## src/rtl/core/tssf_pkg.sv

```systemverilog
// shared constants and types of the triangle span fill block
package tssf_pkg;

    localparam int TILE_ROWS = 64;
    localparam int X_RANGE   = 1024;
    localparam int FRAC_BITS = 16;

    localparam int XW = 10;
    localparam int YW = 6;
    localparam int SW = 12;
    localparam int CW = 7;
    localparam int EW = XW + FRAC_BITS + 3;
    localparam int DW = XW + FRAC_BITS;
    localparam int TW = EW - FRAC_BITS;

    localparam int SPAN_LIMIT = (TILE_ROWS < 64) ? TILE_ROWS : 64;
    localparam logic [XW-1:0] XMASK = XW'(X_RANGE - 1);
    localparam logic signed [EW-1:0] HALF_FX = EW'(1) <<< (FRAC_BITS - 1);

    typedef struct packed {
        logic [YW-1:0]        row;
        logic [CW-1:0]        cnt;
        logic                 down;
        logic                 raw;
        logic                 last;
        logic signed [EW-1:0] l0;
        logic signed [EW-1:0] r0;
        logic signed [EW-1:0] sl;
        logic signed [EW-1:0] sr;
    } t_piece;

    typedef struct packed {
        logic [YW-1:0]        row;
        logic signed [SW-1:0] span_start;
        logic signed [SW-1:0] span_end;
        logic                 last;
    } t_span;

endpackage

```

## src/rtl/core/tssf_div.sv

```systemverilog
// iterative restoring divider, one quotient bit per cycle
module tssf_div #(
    parameter int DW = 26,
    parameter int VW = 6
) (
    input  logic          i_clk,
    input  logic          i_rst_n,
    input  logic          i_start,
    input  logic [DW-1:0] i_dividend,
    input  logic [VW-1:0] i_divisor,
    output logic          o_done,
    output logic [DW-1:0] o_quot
);
    localparam int NW = $clog2(DW + 1);

    logic          r_busy, n_busy;
    logic          r_done, n_done;
    logic [NW-1:0] r_cnt, n_cnt;
    logic [VW-1:0] r_rem, n_rem;
    logic [VW-1:0] r_dv, n_dv;
    logic [DW-1:0] r_quo, n_quo;
    logic [VW:0]   trial;
    logic          fits;

    assign trial = {r_rem, r_quo[DW-1]};
    assign fits  = trial >= {1'b0, r_dv};

    always_comb begin
        n_busy = r_busy;
        n_done = 1'b0;
        n_cnt  = r_cnt;
        n_rem  = r_rem;
        n_dv   = r_dv;
        n_quo  = r_quo;
        if (i_start) begin
            n_busy = 1'b1;
            n_cnt  = NW'(DW);
            n_rem  = '0;
            n_dv   = i_divisor;
            n_quo  = i_dividend;
        end else if (r_busy) begin
            n_rem = fits ? VW'(trial - {1'b0, r_dv}) : trial[VW-1:0];
            n_quo = {r_quo[DW-2:0], fits};
            n_cnt = r_cnt - NW'(1);
            if (r_cnt == NW'(1)) begin
                n_busy = 1'b0;
                n_done = 1'b1;
            end
        end
    end

    always_ff @(posedge i_clk) begin
        if (!i_rst_n) begin
            r_busy <= 1'b0;
            r_done <= 1'b0;
            r_cnt  <= '0;
        end else begin
            r_busy <= n_busy;
            r_done <= n_done;
            r_cnt  <= n_cnt;
        end
        r_rem <= n_rem;
        r_dv  <= n_dv;
        r_quo <= n_quo;
    end

    assign o_done = r_done;
    assign o_quot = r_quo;
endmodule

```

## src/rtl/core/tssf_fifo.sv

```systemverilog
// small register queue with show-ahead read
module tssf_fifo #(
    parameter int W     = 8,
    parameter int DEPTH = 4
) (
    input  logic         i_clk,
    input  logic         i_rst_n,
    input  logic         i_push,
    input  logic [W-1:0] i_data,
    output logic         o_full,
    input  logic         i_pop,
    output logic [W-1:0] o_data,
    output logic         o_empty
);
    localparam int AW = $clog2(DEPTH);

    logic [W-1:0]  r_mem [DEPTH];
    logic [AW-1:0] r_wp, r_rp;
    logic [AW:0]   r_cnt;
    logic          do_push, do_pop;

    assign o_full  = r_cnt == (AW+1)'(DEPTH);
    assign o_empty = r_cnt == '0;
    assign do_push = i_push && !o_full;
    assign do_pop  = i_pop && !o_empty;
    assign o_data  = r_mem[r_rp];

    always_ff @(posedge i_clk) begin
        if (!i_rst_n) begin
            r_wp  <= '0;
            r_rp  <= '0;
            r_cnt <= '0;
        end else begin
            if (do_push) begin
                r_wp <= (r_wp == AW'(DEPTH - 1)) ? '0 : r_wp + AW'(1);
            end
            if (do_pop) begin
                r_rp <= (r_rp == AW'(DEPTH - 1)) ? '0 : r_rp + AW'(1);
            end
            r_cnt <= r_cnt + (AW+1)'(do_push) - (AW+1)'(do_pop);
        end
        if (do_push) begin
            r_mem[r_wp] <= i_data;
        end
    end
endmodule

```

## src/rtl/core/tssf_front.sv

```systemverilog
// front end: accept, sort, classify, and set up each edge walk piece
module tssf_front (
    input  logic                   i_clk,
    input  logic                   i_rst_n,
    input  logic                   push,
    output logic                   full,
    input  logic [9:0]             i_first_x,
    input  logic [5:0]             i_first_y,
    input  logic [9:0]             i_second_x,
    input  logic [5:0]             i_second_y,
    input  logic [9:0]             i_third_x,
    input  logic [5:0]             i_third_y,
    output logic                   o_cmd_push,
    output tssf_pkg::t_piece       o_cmd,
    input  logic                   i_cmd_full
);
    import tssf_pkg::*;

    typedef enum logic [6:0] {
        S_IDLE = 7'b0000001,
        S_MUL  = 7'b0000010,
        S_MDIV = 7'b0000100,
        S_SET  = 7'b0001000,
        S_DIV1 = 7'b0010000,
        S_DIV2 = 7'b0100000,
        S_PUSH = 7'b1000000
    } t_state;

    typedef enum logic [1:0] {
        K_FLAT = 2'd0,
        K_FB   = 2'd1,
        K_FT   = 2'd2,
        K_GEN  = 2'd3
    } t_kind;

    t_state r_state, n_state;
    t_kind  r_kind;
    logic   r_stage;
    logic   r_dstart, n_dstart;

    logic [XW-1:0] r_vx [3];
    logic [YW-1:0] r_vy [3];
    logic [XW-1:0] r_mx;
    logic [16:0]   r_num;

    logic [XW-1:0]       r_apx;
    logic [YW-1:0]       r_row;
    logic [CW-1:0]       r_cnt;
    logic                r_down;
    logic signed [XW:0]  r_dx1, r_dx2;
    logic [YW-1:0]       r_dy;
    logic signed [EW-1:0] r_q1, r_q2;

    // input masking, rejection and sorting by (y, x)
    logic [XW-1:0] mx0, mx1, mx2;
    logic          reject, accept;
    logic [15:0]   k0, k1, k2, a1, b1, b2, c0, c1;
    logic [15:0]   s0, s1, s2;

    assign mx0 = i_first_x & XMASK;
    assign mx1 = i_second_x & XMASK;
    assign mx2 = i_third_x & XMASK;
    assign reject = (mx0 == '0) || (mx1 == '0) || (mx2 == '0) ||
                    (i_first_y == '0) || (i_second_y == '0) || (i_third_y == '0);
    assign full   = r_state != S_IDLE;
    assign accept = push && !full;

    assign k0 = {i_first_y, mx0};
    assign k1 = {i_second_y, mx1};
    assign k2 = {i_third_y, mx2};
    assign c0 = (k1 < k0) ? k1 : k0;
    assign a1 = (k1 < k0) ? k0 : k1;
    assign b1 = (k2 < a1) ? k2 : a1;
    assign b2 = (k2 < a1) ? a1 : k2;
    assign s0 = (b1 < c0) ? b1 : c0;
    assign c1 = (b1 < c0) ? c0 : b1;
    assign s1 = c1;
    assign s2 = b2;

    // split point numerator
    logic [YW-1:0]        dd, dy01;
    logic [15:0]          p1;
    logic signed [XW:0]   dx20;
    logic signed [16:0]   p2;
    logic signed [17:0]   num;

    assign dd   = r_vy[2] - r_vy[0];
    assign dy01 = r_vy[1] - r_vy[0];
    assign dx20 = $signed({1'b0, r_vx[2]}) - $signed({1'b0, r_vx[0]});
    assign p1   = r_vx[0] * dd;
    assign p2   = $signed({1'b0, dy01}) * dx20;
    assign num  = $signed({2'b0, p1}) + $signed({p2[16], p2});

    // piece geometry
    logic [XW-1:0] ax, bx, cx;
    logic [YW-1:0] ay, by, cy;
    logic          ft;
    logic [XW-1:0] g_apx;
    logic [YW-1:0] g_row, g_dy;
    logic [CW-1:0] g_cnt;
    logic signed [XW:0] g_dx1, g_dx2;

    always_comb begin
        ax = r_vx[0]; ay = r_vy[0];
        bx = r_vx[1]; by = r_vy[1];
        cx = r_vx[2]; cy = r_vy[2];
        ft = (r_kind == K_FT);
        if (r_kind == K_GEN && !r_stage) begin
            cx = r_mx; cy = r_vy[1];
        end else if (r_kind == K_GEN) begin
            ax = r_vx[1]; ay = r_vy[1];
            bx = r_mx;    by = r_vy[1];
            ft = 1'b1;
        end
        if (ft) begin
            g_apx = cx;
            g_row = cy;
            g_dy  = cy - ay;
            g_cnt = CW'(cy - ay);
            g_dx1 = $signed({1'b0, cx}) - $signed({1'b0, ax});
            g_dx2 = $signed({1'b0, cx}) - $signed({1'b0, bx});
        end else begin
            g_apx = ax;
            g_row = ay;
            g_dy  = by - ay;
            g_cnt = CW'(by - ay) + CW'(1);
            g_dx1 = $signed({1'b0, bx}) - $signed({1'b0, ax});
            g_dx2 = $signed({1'b0, cx}) - $signed({1'b0, ax});
        end
    end

    // shared divider operands
    logic          div_done;
    logic [DW-1:0] div_q, div_dvd;
    logic [YW-1:0] div_dvs;
    logic signed [XW:0] dsel;
    logic [XW:0]        dabs;
    logic signed [EW-1:0] qext, qsgn;

    assign dsel    = (r_state == S_DIV2) ? r_dx2 : r_dx1;
    assign dabs    = dsel[XW] ? 11'(-dsel) : 11'(dsel);
    assign div_dvd = (r_state == S_MDIV) ? DW'(r_num) : {dabs[XW-1:0], {FRAC_BITS{1'b0}}};
    assign div_dvs = (r_state == S_MDIV) ? dd : r_dy;
    assign qext    = $signed({3'b0, div_q});
    assign qsgn    = dsel[XW] ? -qext : qext;

    tssf_div #(.DW(DW), .VW(YW)) u_div (
        .i_clk      (i_clk),
        .i_rst_n    (i_rst_n),
        .i_start    (r_dstart),
        .i_dividend (div_dvd),
        .i_divisor  (div_dvs),
        .o_done     (div_done),
        .o_quot     (div_q)
    );

    always_comb begin
        n_state  = r_state;
        n_dstart = 1'b0;
        case (r_state)
            S_IDLE: begin
                if (accept && !reject) begin
                    n_state = (s0[15:10] != s1[15:10] && s1[15:10] != s2[15:10]) ?
                              S_MUL : S_SET;
                end
            end
            S_MUL: begin
                n_state  = S_MDIV;
                n_dstart = 1'b1;
            end
            S_MDIV: begin
                if (div_done) begin
                    n_state = S_SET;
                end
            end
            S_SET: begin
                if (r_kind == K_FLAT) begin
                    n_state = S_PUSH;
                end else begin
                    n_state  = S_DIV1;
                    n_dstart = 1'b1;
                end
            end
            S_DIV1: begin
                if (div_done) begin
                    n_state  = S_DIV2;
                    n_dstart = 1'b1;
                end
            end
            S_DIV2: begin
                if (div_done) begin
                    n_state = S_PUSH;
                end
            end
            S_PUSH: begin
                if (!i_cmd_full) begin
                    n_state = (r_kind == K_GEN && !r_stage) ? S_SET : S_IDLE;
                end
            end
            default: n_state = S_IDLE;
        endcase
    end

    always_ff @(posedge i_clk) begin
        if (!i_rst_n) begin
            r_state  <= S_IDLE;
            r_dstart <= 1'b0;
            r_stage  <= 1'b0;
        end else begin
            r_state  <= n_state;
            r_dstart <= n_dstart;
            if (r_state == S_IDLE) begin
                r_stage <= 1'b0;
            end else if (r_state == S_PUSH && !i_cmd_full) begin
                r_stage <= 1'b1;
            end
        end
        if (accept) begin
            r_vx[0] <= s0[9:0]; r_vy[0] <= s0[15:10];
            r_vx[1] <= s1[9:0]; r_vy[1] <= s1[15:10];
            r_vx[2] <= s2[9:0]; r_vy[2] <= s2[15:10];
            if (s1[15:10] == s2[15:10]) begin
                r_kind <= (s0[15:10] == s1[15:10]) ? K_FLAT : K_FB;
            end else if (s0[15:10] == s1[15:10]) begin
                r_kind <= K_FT;
            end else begin
                r_kind <= K_GEN;
            end
        end
        if (r_state == S_MUL) begin
            r_num <= num[16:0];
        end
        if (r_state == S_MDIV && div_done) begin
            r_mx <= div_q[XW-1:0];
        end
        if (r_state == S_SET) begin
            r_apx  <= g_apx;
            r_row  <= g_row;
            r_cnt  <= g_cnt;
            r_down <= ft;
            r_dx1  <= g_dx1;
            r_dx2  <= g_dx2;
            r_dy   <= g_dy;
            r_q1   <= '0;
            r_q2   <= '0;
        end
        if (r_state == S_DIV1 && div_done) begin
            r_q1 <= qsgn;
        end
        if (r_state == S_DIV2 && div_done) begin
            r_q2 <= qsgn;
        end
    end

    // left edge takes the smaller step walking down the tile, the larger walking up
    logic q1_lt;
    assign q1_lt = r_q1 < r_q2;

    always_comb begin
        o_cmd      = '0;
        o_cmd.row  = (r_kind == K_FLAT) ? r_vy[0] : r_row;
        o_cmd.cnt  = (r_kind == K_FLAT) ? CW'(1) : r_cnt;
        o_cmd.down = r_down;
        o_cmd.raw  = (r_kind == K_FLAT);
        o_cmd.last = !(r_kind == K_GEN && !r_stage);
        if (r_kind == K_FLAT) begin
            o_cmd.l0 = $signed({3'b0, r_vx[0], {FRAC_BITS{1'b0}}});
            o_cmd.r0 = $signed({3'b0, r_vx[2], {FRAC_BITS{1'b0}}});
        end else begin
            o_cmd.l0 = $signed({3'b0, r_apx, {FRAC_BITS{1'b0}}});
            o_cmd.r0 = $signed({3'b0, r_apx, {FRAC_BITS{1'b0}}});
        end
        if (q1_lt != r_down) begin
            o_cmd.sl = r_q1;
            o_cmd.sr = r_q2;
        end else begin
            o_cmd.sl = r_q2;
            o_cmd.sr = r_q1;
        end
    end

    assign o_cmd_push = (r_state == S_PUSH) && !i_cmd_full;
endmodule

```

## src/rtl/core/tssf_back.sv

```systemverilog
// back end: walks one piece a row per cycle while the span queue has room, and forms the spans
module tssf_back (
    input  logic             i_clk,
    input  logic             i_rst_n,
    input  tssf_pkg::t_piece i_cmd,
    input  logic             i_cmd_empty,
    output logic             o_cmd_pop,
    output logic             o_span_push,
    output tssf_pkg::t_span  o_span,
    input  logic             i_span_full
);
    import tssf_pkg::*;

    logic                 r_active;
    t_piece               r_p;
    logic signed [EW-1:0] r_l, r_r;
    logic [YW-1:0]        r_rowc;
    logic [CW-1:0]        r_left;
    logic [CW-1:0]        r_tri;

    logic load, step, keep;
    assign load = !r_active && !i_cmd_empty;
    assign step = r_active && !i_span_full;
    assign keep = r_tri < CW'(SPAN_LIMIT);
    assign o_cmd_pop   = load;
    assign o_span_push = step && keep;

    // truncation toward zero of edge minus and plus one half; raw pieces take the integer part of the edges
    logic signed [EW-1:0] lm, rp;
    logic [EW-1:0]        lmag, rmag;
    logic signed [TW-1:0] lt, rt, st, et;

    assign lm   = r_l - HALF_FX;
    assign rp   = r_r + HALF_FX;
    assign lmag = lm[EW-1] ? EW'(-lm) : EW'(lm);
    assign rmag = rp[EW-1] ? EW'(-rp) : EW'(rp);

    always_comb begin
        if (r_p.raw) begin
            lt = r_l[EW-1:FRAC_BITS];
            rt = r_r[EW-1:FRAC_BITS];
        end else begin
            lt = lm[EW-1] ? -$signed(lmag[EW-1:FRAC_BITS]) : $signed(lmag[EW-1:FRAC_BITS]);
            rt = rp[EW-1] ? -$signed(rmag[EW-1:FRAC_BITS]) : $signed(rmag[EW-1:FRAC_BITS]);
        end
        st = (lt > rt) ? rt : lt;
        et = (lt > rt) ? lt : rt;
    end

    always_comb begin
        o_span.row        = r_rowc;
        o_span.span_start = st[SW-1:0];
        o_span.span_end   = et[SW-1:0];
        o_span.last       = (r_p.last && r_left == CW'(1)) ||
                            (r_tri == CW'(SPAN_LIMIT - 1));
    end

    always_ff @(posedge i_clk) begin
        if (!i_rst_n) begin
            r_active <= 1'b0;
            r_tri    <= '0;
        end else begin
            if (load) begin
                r_active <= 1'b1;
            end else if (step) begin
                if (r_left == CW'(1)) begin
                    r_active <= 1'b0;
                end
                if (r_left == CW'(1) && r_p.last) begin
                    r_tri <= '0;
                end else if (keep) begin
                    r_tri <= r_tri + CW'(1);
                end
            end
        end
        if (load) begin
            r_p    <= i_cmd;
            r_l    <= i_cmd.l0;
            r_r    <= i_cmd.r0;
            r_rowc <= i_cmd.row;
            r_left <= i_cmd.cnt;
        end else if (step) begin
            r_left <= r_left - CW'(1);
            if (r_p.down) begin
                r_rowc <= r_rowc - YW'(1);
                r_l    <= r_l - r_p.sl;
                r_r    <= r_r - r_p.sr;
            end else begin
                r_rowc <= r_rowc + YW'(1);
                r_l    <= r_l + r_p.sl;
                r_r    <= r_r + r_p.sr;
            end
        end
    end
endmodule

```

## src/rtl/core/triangle_scanline_span_fill.sv

```systemverilog
// top level of the triangle scanline span fill block
// usage
//   input side is a queue: drive the three vertices and raise push; the item
//   is taken at a clock edge where push is high and full is low
//   result side is a queue: while empty is low the oldest span sits on
//   o_row, o_span_start, o_span_end, o_last_span; pop takes it
//   each triangle yields its spans top piece first, o_last_span marks the end;
//   a triangle with any zero coordinate yields no span at all
// timing
//   the front sorts and classifies at accept, then runs a shared restoring
//   divider, one quotient bit per cycle, for the quotients it needs: none for
//   a single-row triangle, two for flat bottom or flat top, five for a split
//   one; full stays high until the last piece of the triangle is pushed
//   the back walks one span per cycle while the span queue has room
//   a four-entry piece queue lets the front set up the next triangle while
//   the back still walks the last one
// stalls and reset
//   holding pop low fills the span queue, the back then waits, the piece
//   queue fills and full stays high; no span is lost
//   synchronous active-low reset empties both queues and idles both ends
module triangle_scanline_span_fill (
    input  logic               i_clk,
    input  logic               i_rst_n,
    input  logic               push,
    output logic               full,
    input  logic [9:0]         i_first_x,
    input  logic [5:0]         i_first_y,
    input  logic [9:0]         i_second_x,
    input  logic [5:0]         i_second_y,
    input  logic [9:0]         i_third_x,
    input  logic [5:0]         i_third_y,
    output logic               empty,
    input  logic               pop,
    output logic [5:0]         o_row,
    output logic signed [11:0] o_span_start,
    output logic signed [11:0] o_span_end,
    output logic               o_last_span
);
    import tssf_pkg::*;

    // front to piece queue
    logic   cmd_push, cmd_full, cmd_pop, cmd_empty;
    t_piece cmd_in, cmd_out;

    // back to span queue
    logic   span_push, span_full;
    t_span  span_in, span_out;

    tssf_front u_front (
        .i_clk      (i_clk),
        .i_rst_n    (i_rst_n),
        .push       (push),
        .full       (full),
        .i_first_x  (i_first_x),
        .i_first_y  (i_first_y),
        .i_second_x (i_second_x),
        .i_second_y (i_second_y),
        .i_third_x  (i_third_x),
        .i_third_y  (i_third_y),
        .o_cmd_push (cmd_push),
        .o_cmd      (cmd_in),
        .i_cmd_full (cmd_full)
    );

    // piece queue decouples divider setup from the walk
    tssf_fifo #(.W($bits(t_piece)), .DEPTH(4)) u_cmdq (
        .i_clk   (i_clk),
        .i_rst_n (i_rst_n),
        .i_push  (cmd_push),
        .i_data  (cmd_in),
        .o_full  (cmd_full),
        .i_pop   (cmd_pop),
        .o_data  (cmd_out),
        .o_empty (cmd_empty)
    );

    tssf_back u_back (
        .i_clk       (i_clk),
        .i_rst_n     (i_rst_n),
        .i_cmd       (cmd_out),
        .i_cmd_empty (cmd_empty),
        .o_cmd_pop   (cmd_pop),
        .o_span_push (span_push),
        .o_span      (span_in),
        .i_span_full (span_full)
    );

    // span queue parts the walk from the consumer
    tssf_fifo #(.W($bits(t_span)), .DEPTH(4)) u_spanq (
        .i_clk   (i_clk),
        .i_rst_n (i_rst_n),
        .i_push  (span_push),
        .i_data  (span_in),
        .o_full  (span_full),
        .i_pop   (pop),
        .o_data  (span_out),
        .o_empty (empty)
    );

    assign o_row        = span_out.row;
    assign o_span_start = span_out.span_start;
    assign o_span_end   = span_out.span_end;
    assign o_last_span  = span_out.last;
endmodule

```

## config.mk

```make
export PLATFORM = sky130hd
export DESIGN_NAME = triangle_scanline_span_fill
export DESIGN_NICKNAME = d
export VERILOG_FILES = /design/src/rtl/core/tssf_pkg.sv /design/src/rtl/core/tssf_div.sv /design/src/rtl/core/tssf_fifo.sv /design/src/rtl/core/tssf_front.sv /design/src/rtl/core/tssf_back.sv /design/src/rtl/core/triangle_scanline_span_fill.sv
export SDC_FILE = /design/constraint.sdc
export NUM_CORES = 2
export LEC_CHECK = 0
export ABC_AREA = 1
export ABC_CLOCK_PERIOD_IN_PS = 11200
export BUFFER_PORTS_ARGS = -buffer_cell sky130_fd_sc_hd__buf_4
export CAP_MARGIN = 20
export CORE_ASPECT_RATIO = 0.5
export CORE_MARGIN = 3
export CORE_UTILIZATION = 60
export CTS_BUF_LIST = sky130_fd_sc_hd__clkbuf_8
export DETAILED_ROUTE_END_ITERATION = 7
export PLACE_DENSITY = 0.77
export SLEW_MARGIN = 10
export SYNTH_ARGS = -nofsm -noshare
export SYNTH_HDL_FRONTEND = slang
export SYNTH_SLANG_ARGS = --single-unit
export TNS_END_PERCENT = 10
```

## constraint.sdc

```tcl
create_clock -name i_clk -period 11.2 [get_ports i_clk]
set_clock_uncertainty 0.2 [all_clocks]
set_input_delay 0.56 -clock i_clk [delete_from_list [all_inputs] [get_ports i_clk]]
set_output_delay 0.56 -clock i_clk [all_outputs]
set_load 0.01 [all_outputs]
```

* Word-level counts from Yosys, hierarchy flattened *
Memory sizes are Yosys's and may differ from the RTL's. A register that Yosys moved wholly into a read port is not among the register bits.
Index checks and enable logic that the tools add are counted.

operators by class
  magnitude comparators = 7
  equality and inequality tests = 29
  multipliers = 2
  mux-type cells = 96
  reductions and logical operators = 52
  bitwise operators = 3
  $add $sub $neg = 38

operators by type and width
  operator                  count
  $mux W29                  12
  $mux W16                  6
  $mux W7                   12
  $mux W26                  3
  $mux W10                  7
  $mux W6                   11
  $add A29 B29 Y29          2
  $mux W58                  1
  $neg A29 Y29              2
  $sub A29 B29 Y29          2
  $mux W55                  1
  $mux W13                  4
  $pmux W7 S7               1
  $lt A16 B16 Y1            3
  $sub A10 B10 Y11          4
  $mux W11                  3
  $logic_not A10 Y1         3
  $sub A6 B6 Y6             5
  $add A29 B17 Y29 const B  1
  $lt A29 B29 Y1            1
  $neg A26 Y29              1
  $sub A29 B17 Y29 const B  1
  $neg A13 Y13              2
  $mux W12                  2
  50 further kinds          137

storage, ports and cells
  register bits after elaboration = 347
  memories = 4
  input port bits = 52
  logic and storage cells = 270
  RAM bits = 688
  output and inout bits = 33

memories
  name           words  width  read ports  clocked after Yosys merged registers in  wr ports  line              source
  u_cmdq.r_mem   4      129    1           1                                        1         tssf_fifo.sv:17   logic [W-1:0] r_mem [DEPTH];
  u_spanq.r_mem  4      31     1           1                                        1         tssf_fifo.sv:17
  u_front.r_vx   3      10     3           0                                        3         tssf_front.sv:41  logic [XW-1:0] r_vx [3];
  u_front.r_vy   3      6      3           0                                        3         tssf_front.sv:42  logic [YW-1:0] r_vy [3];

* Longest topological paths before layout *
  word-level depth = 11
  mapped depth = 49
  mapped depth without buffers = 45

* Modules after synthesis *
From an unflattened synthesis, not the netlist that was laid out.

unflattened totals
  cells, all modules = 6,376
  area, all modules = 60,071.4 µm²

modules (own cells, without submodules)
  module               times used  cells an instance  area an instance (µm²)  seq. area each (µm²)
  tssf_fifo (u_cmdq)   1           1,342              19,899.1                16,035.4
  tssf_front           1           2,495              19,585.0                5,795.6
  tssf_back            1           1,911              13,190.2                4,124.0
  tssf_fifo (u_spanq)  1           371                5,146.2                 3,903.7
  tssf_div             1           257                2,250.9                 1,221.2

* Least setup slack after synthesis *
OpenSTA, ideal clock, no wires.

  kind = register to register
  start = memory u_front.r_vy[2][0], in the netlist u_front.r_vy[0][12]
  end = register u_front.r_num[15] (data pin)
  required time = 10.740 ns
  stages on the path, launching flop included = 40
  arrival = 7.466 ns
  setup time = 0.260 ns
  buffers on the path = 0
  clock period less this slack = 7.926 ns
  path slack = 3.274 ns
  cells stage by stage = edfxtp_1 inv_1 ha_1 inv_1 fa_1 nand2_1 inv_1 o21ai_0 nand2_1 or2_2 nand2_1 inv_1 nand2_1 fa_1 fa_1 fa_1 inv_1 ha_1 [4 not listed] a21oi_1 o21bai_1 a21oi_1 o21ai_0 xnor2_1 inv_1 fa_1 inv_1 fa_1 fa_1 inv_1 ha_1 nand2_1 o21ai_0 a21oi_1 nor2_1 nor2_1 xor2_1

RTL lines
  item                  line               source
  from (decl)           tssf_front.sv:42
  to (signal assigned)  tssf_front.sv:231  r_num <= num[16:0];
  to (decl)             tssf_front.sv:44   logic [16:0] r_num;

==> out/metrics.csv <==
metric,value,unit
largest net degree at the start of global routing,117,
multi-input logic area,22000,µm²
worst stage delay on the critical path,0.55,ns
setup repair after global routing missed its margin,no,
final wirelength,120,mm
Core Area,84500,µm²
RD Place Congestion,0.930,
Hold WS,0.0838,ns
Finish-stage setup viols,0,
fmax,113,MHz
Mapped Nets,5766,
"Seq/Total Area, Yosys",51.5,%
Reg area,26500,µm²
Synth Area in Adders,11.9,%
routed vias,38100,
final instance area,55800,µm²
HP Class,in -> reg,
HP Start,i_third_y[1],
FILL cells,6394,
setup TNS,0,ns
CTS tree,built,
drc violations,0,
Crit. End Element,flop,
post-cts resize count,0,
io pins,85,
"Async S/R FF share, synth",0,%
main combinational cell family by area after synthesis,simple AND/OR/NAND/NOR gates,
mapped cell area,51500,µm²
Required @ worst endpoint,11.56,ns
Yosys reg bits,899,
post-CTS setup-driven buffer insertion count,0,
simple-gate share of the synthesized area,14.1,%
drt first pass iters,6,
clock buffer count from CTS,131,
Final ANT Viol Nets,0,
Clock transition at path regs,0.07,ns
critical path's slowest cell,fa_1,
Starting Density,61.0,%
Post-synth EDFFs,851,
max cap viols,0,
Slew @ Worst Pin,1.18,ns
chip width,420,µm
Synth Area in XOR/XNOR,3.97,%
Clock Latency Late Sink,0.82,ns
post-cts hold buffer count,16,
synthesized area per cell,9.73,µm²
period utilisation layout,79.3,%
clock sink count,899,
die area,89600,µm²
Die H,213,µm
crit path kind,reg -> reg,
clock buffer depth,3,
Yosys warning count,0,
post-detail-place hpwl,84.8,mm
worst r2r src,u_front.r_vy[0][12],
"Net count, final",5855,
Total GRT Usage,27.2,%
Mapped Cells,5291,
"most used cell, CP",inv_1,
vias per cell,5.79,
"Top FF cell, synth",edfxtp_1,
Yosys cell types,71,
Critical Path Start,u_front.r_vy[0][12],
Area Overhead vs Synth,8.38,%
routed length per placed instance,18.3,µm
vias in the first global route,36400,
Site Rows,75,
Placed Instances,6344,
Worst EP arrival,9.24,ns
crit path launch type,flop,
DP Area,53200,µm²
"Hold Violations, Final",0,
Compound-Gate Fraction of Synth Area,12.3,%
Worst slew margin,20.8,%
initial antenna violation count,5,
grt total ovfl,0,
first-pass GRT wire length,191,mm
status,"complete, no violations",
# H-tree levels,4,
share of layout cells above drive strength 1,7.60,%
Initial DRC Count,3691,
clk root buf,clkbuf_8,
critical-path maximum fanout,10,
"Slew Viols, Final",0,
IO buf count,84,
Final Critical Period,8.88,ns
post-synthesis mux area share,0.255,%
"non-filler cells, final",6592,
## path summary, 6_finish.rpt
path | cells past startpoint | slack (ns) | to
max | 39 | 2.32 | u_front.r_num[15]
min | 3 | 0.08 | u_front.r_vy[0][13]
max reg2reg | 39 | 2.32 | u_front.r_num[15]
min reg2reg | 2 | 0.28 | u_front.u_div.r_rem[5]
## critical path: cells and delay by family, from the launching register on
| kind | cells | cell delay [ns] |
|---|---|---|
| XOR/XNOR | 2 | 0.31 |
| AO/OA/AOI/OAI | 9 | 1.70 |
| buffers and inverters | 8 | 0.51 |
| flip-flops | 1 | 0.42 |
| AND/OR/NAND/NOR | 10 | 1.29 |
| adder cells (fa/ha/maj) | 10 | 4.19 |
## Yosys cell counts, types with 15 or more instances
cell	count	share of area [%]
dfxtp_1	48	1.9
xor2_1	146	2.5
xnor2_1	80	1.4
a21oi_1	264	2.6
nor3_1	49	0.48
a211oi_1	19	0.28
nand4_1	26	0.32
o21a_1	19	0.28
nand3_1	113	1.1
o22ai_1	129	1.6
nor2_1	652	4.8
edfxtp_1	851	50
clkbuf_1	174	1.3
nand2_2	15	0.18
ha_1	315	7.7
nand2_1	762	5.6
o21ai_1	25	0.24
fa_1	108	4.2
nor4_1	23	0.28
a31oi_1	27	0.33
inv_1	607	4.4
o21ai_0	639	6.2
or2_2	36	0.44
## layout make-up
class	count	area share, %
Multi-Input combinational cell	3577	39.4
Sequential cell	899	47.5
Clock inverter	91	0.917
Clock buffer	136	3.35
Tap cell	1116	2.50
Timing Repair Buffer	147	2.13
Inverter	624	4.22
Antenna cell	2	0.00897
## layout by cell type (no fill, tap or decap), types with 7 or more instances in the layout
cell | synthesis | final
a211oi_1 | 19 | 19
a21oi_1 | 264 | 264
a31oi_1 | 27 | 27
and2_1 | 9 | 9
buf_4 | 0 | 126
clkbuf_8 | 0 | 136
clkinv_1 | 7 | 26
clkinv_2 | 0 | 12
dfxtp_1 | 48 | 45
dlygate4sd3_1 | 0 | 16
edfxtp_1 | 851 | 851
fa_1 | 108 | 108
ha_1 | 315 | 315
inv_1 | 607 | 648
inv_2 | 8 | 9
mux2i_1 | 12 | 12
nand2_1 | 762 | 761
nand2_2 | 15 | 15
nand3_1 | 113 | 113
nand3_2 | 7 | 7
nand3b_1 | 7 | 7
nand4_1 | 26 | 26
nor2_1 | 652 | 642
nor2_2 | 6 | 10
nor2_4 | 2 | 8
nor3_1 | 49 | 49
nor4_1 | 23 | 22
o211ai_1 | 9 | 9
o21a_1 | 19 | 19
o21ai_0 | 639 | 639
o21ai_1 | 25 | 25
o21bai_1 | 8 | 8
o22ai_1 | 129 | 129
o31ai_1 | 8 | 8
or2_2 | 36 | 36
xnor2_1 | 80 | 79
xor2_1 | 146 | 146
## through the flow
step                      util [%]  setup slack, ns
after global routing          66.1             1.69
after global placement        63.0             2.61
after floorplan                  -             3.27
final                         66.1             2.32
after CTS                     66.0             2.38
after detailed placement      63.0             2.38
## routing by layer
metal | up-vias | wire, µm | track usage (%)
li1 | 18300 | - | -
met1 | 18200 | 53100 | 38.6
met2 | 1446 | 54500 | 43.0
met3 | 175 | 10400 | 5.34
met4 | 2 | 2400 | 7.46
met5 | - | 15 | 0
## registers in the layout, summed over array words and instances, names as in the netlist, 7 cells and up, named ones only
register              flops
u_front.u_div.o_quot     26
u_back.r_p               61
u_back.r_tri              7
u_front.r_apx            10
u_front.r_dx1            11
u_front.r_state           7
u_front.r_mx             10
u_back.r_left             7
u_back.r_l               29
u_back.r_r               29
u_front.r_q1             29
u_front.r_cnt             7
u_front.r_num            17
u_front.r_vx             30
u_front.r_q2             29
u_spanq.r_mem           124
u_front.r_vy             18
u_cmdq.r_mem            376
u_front.r_dx2            11
## cells by family (layout without fill, tap and decap cells)
logic type,after synthesis,after routing
xor gates and xnor gates,230,230
buffers and inverters,815,998
other,0,2
DFF,899,899
muxes,13,13
adders and majority gates,423,423
AOI/OAI and AO/OA,1177,1177
and+or+nand+nor,1734,1734
Power is left out: the tool's default activity adds up to more than one toggle a clock period on the data nets, which glitch-free logic cannot reach.
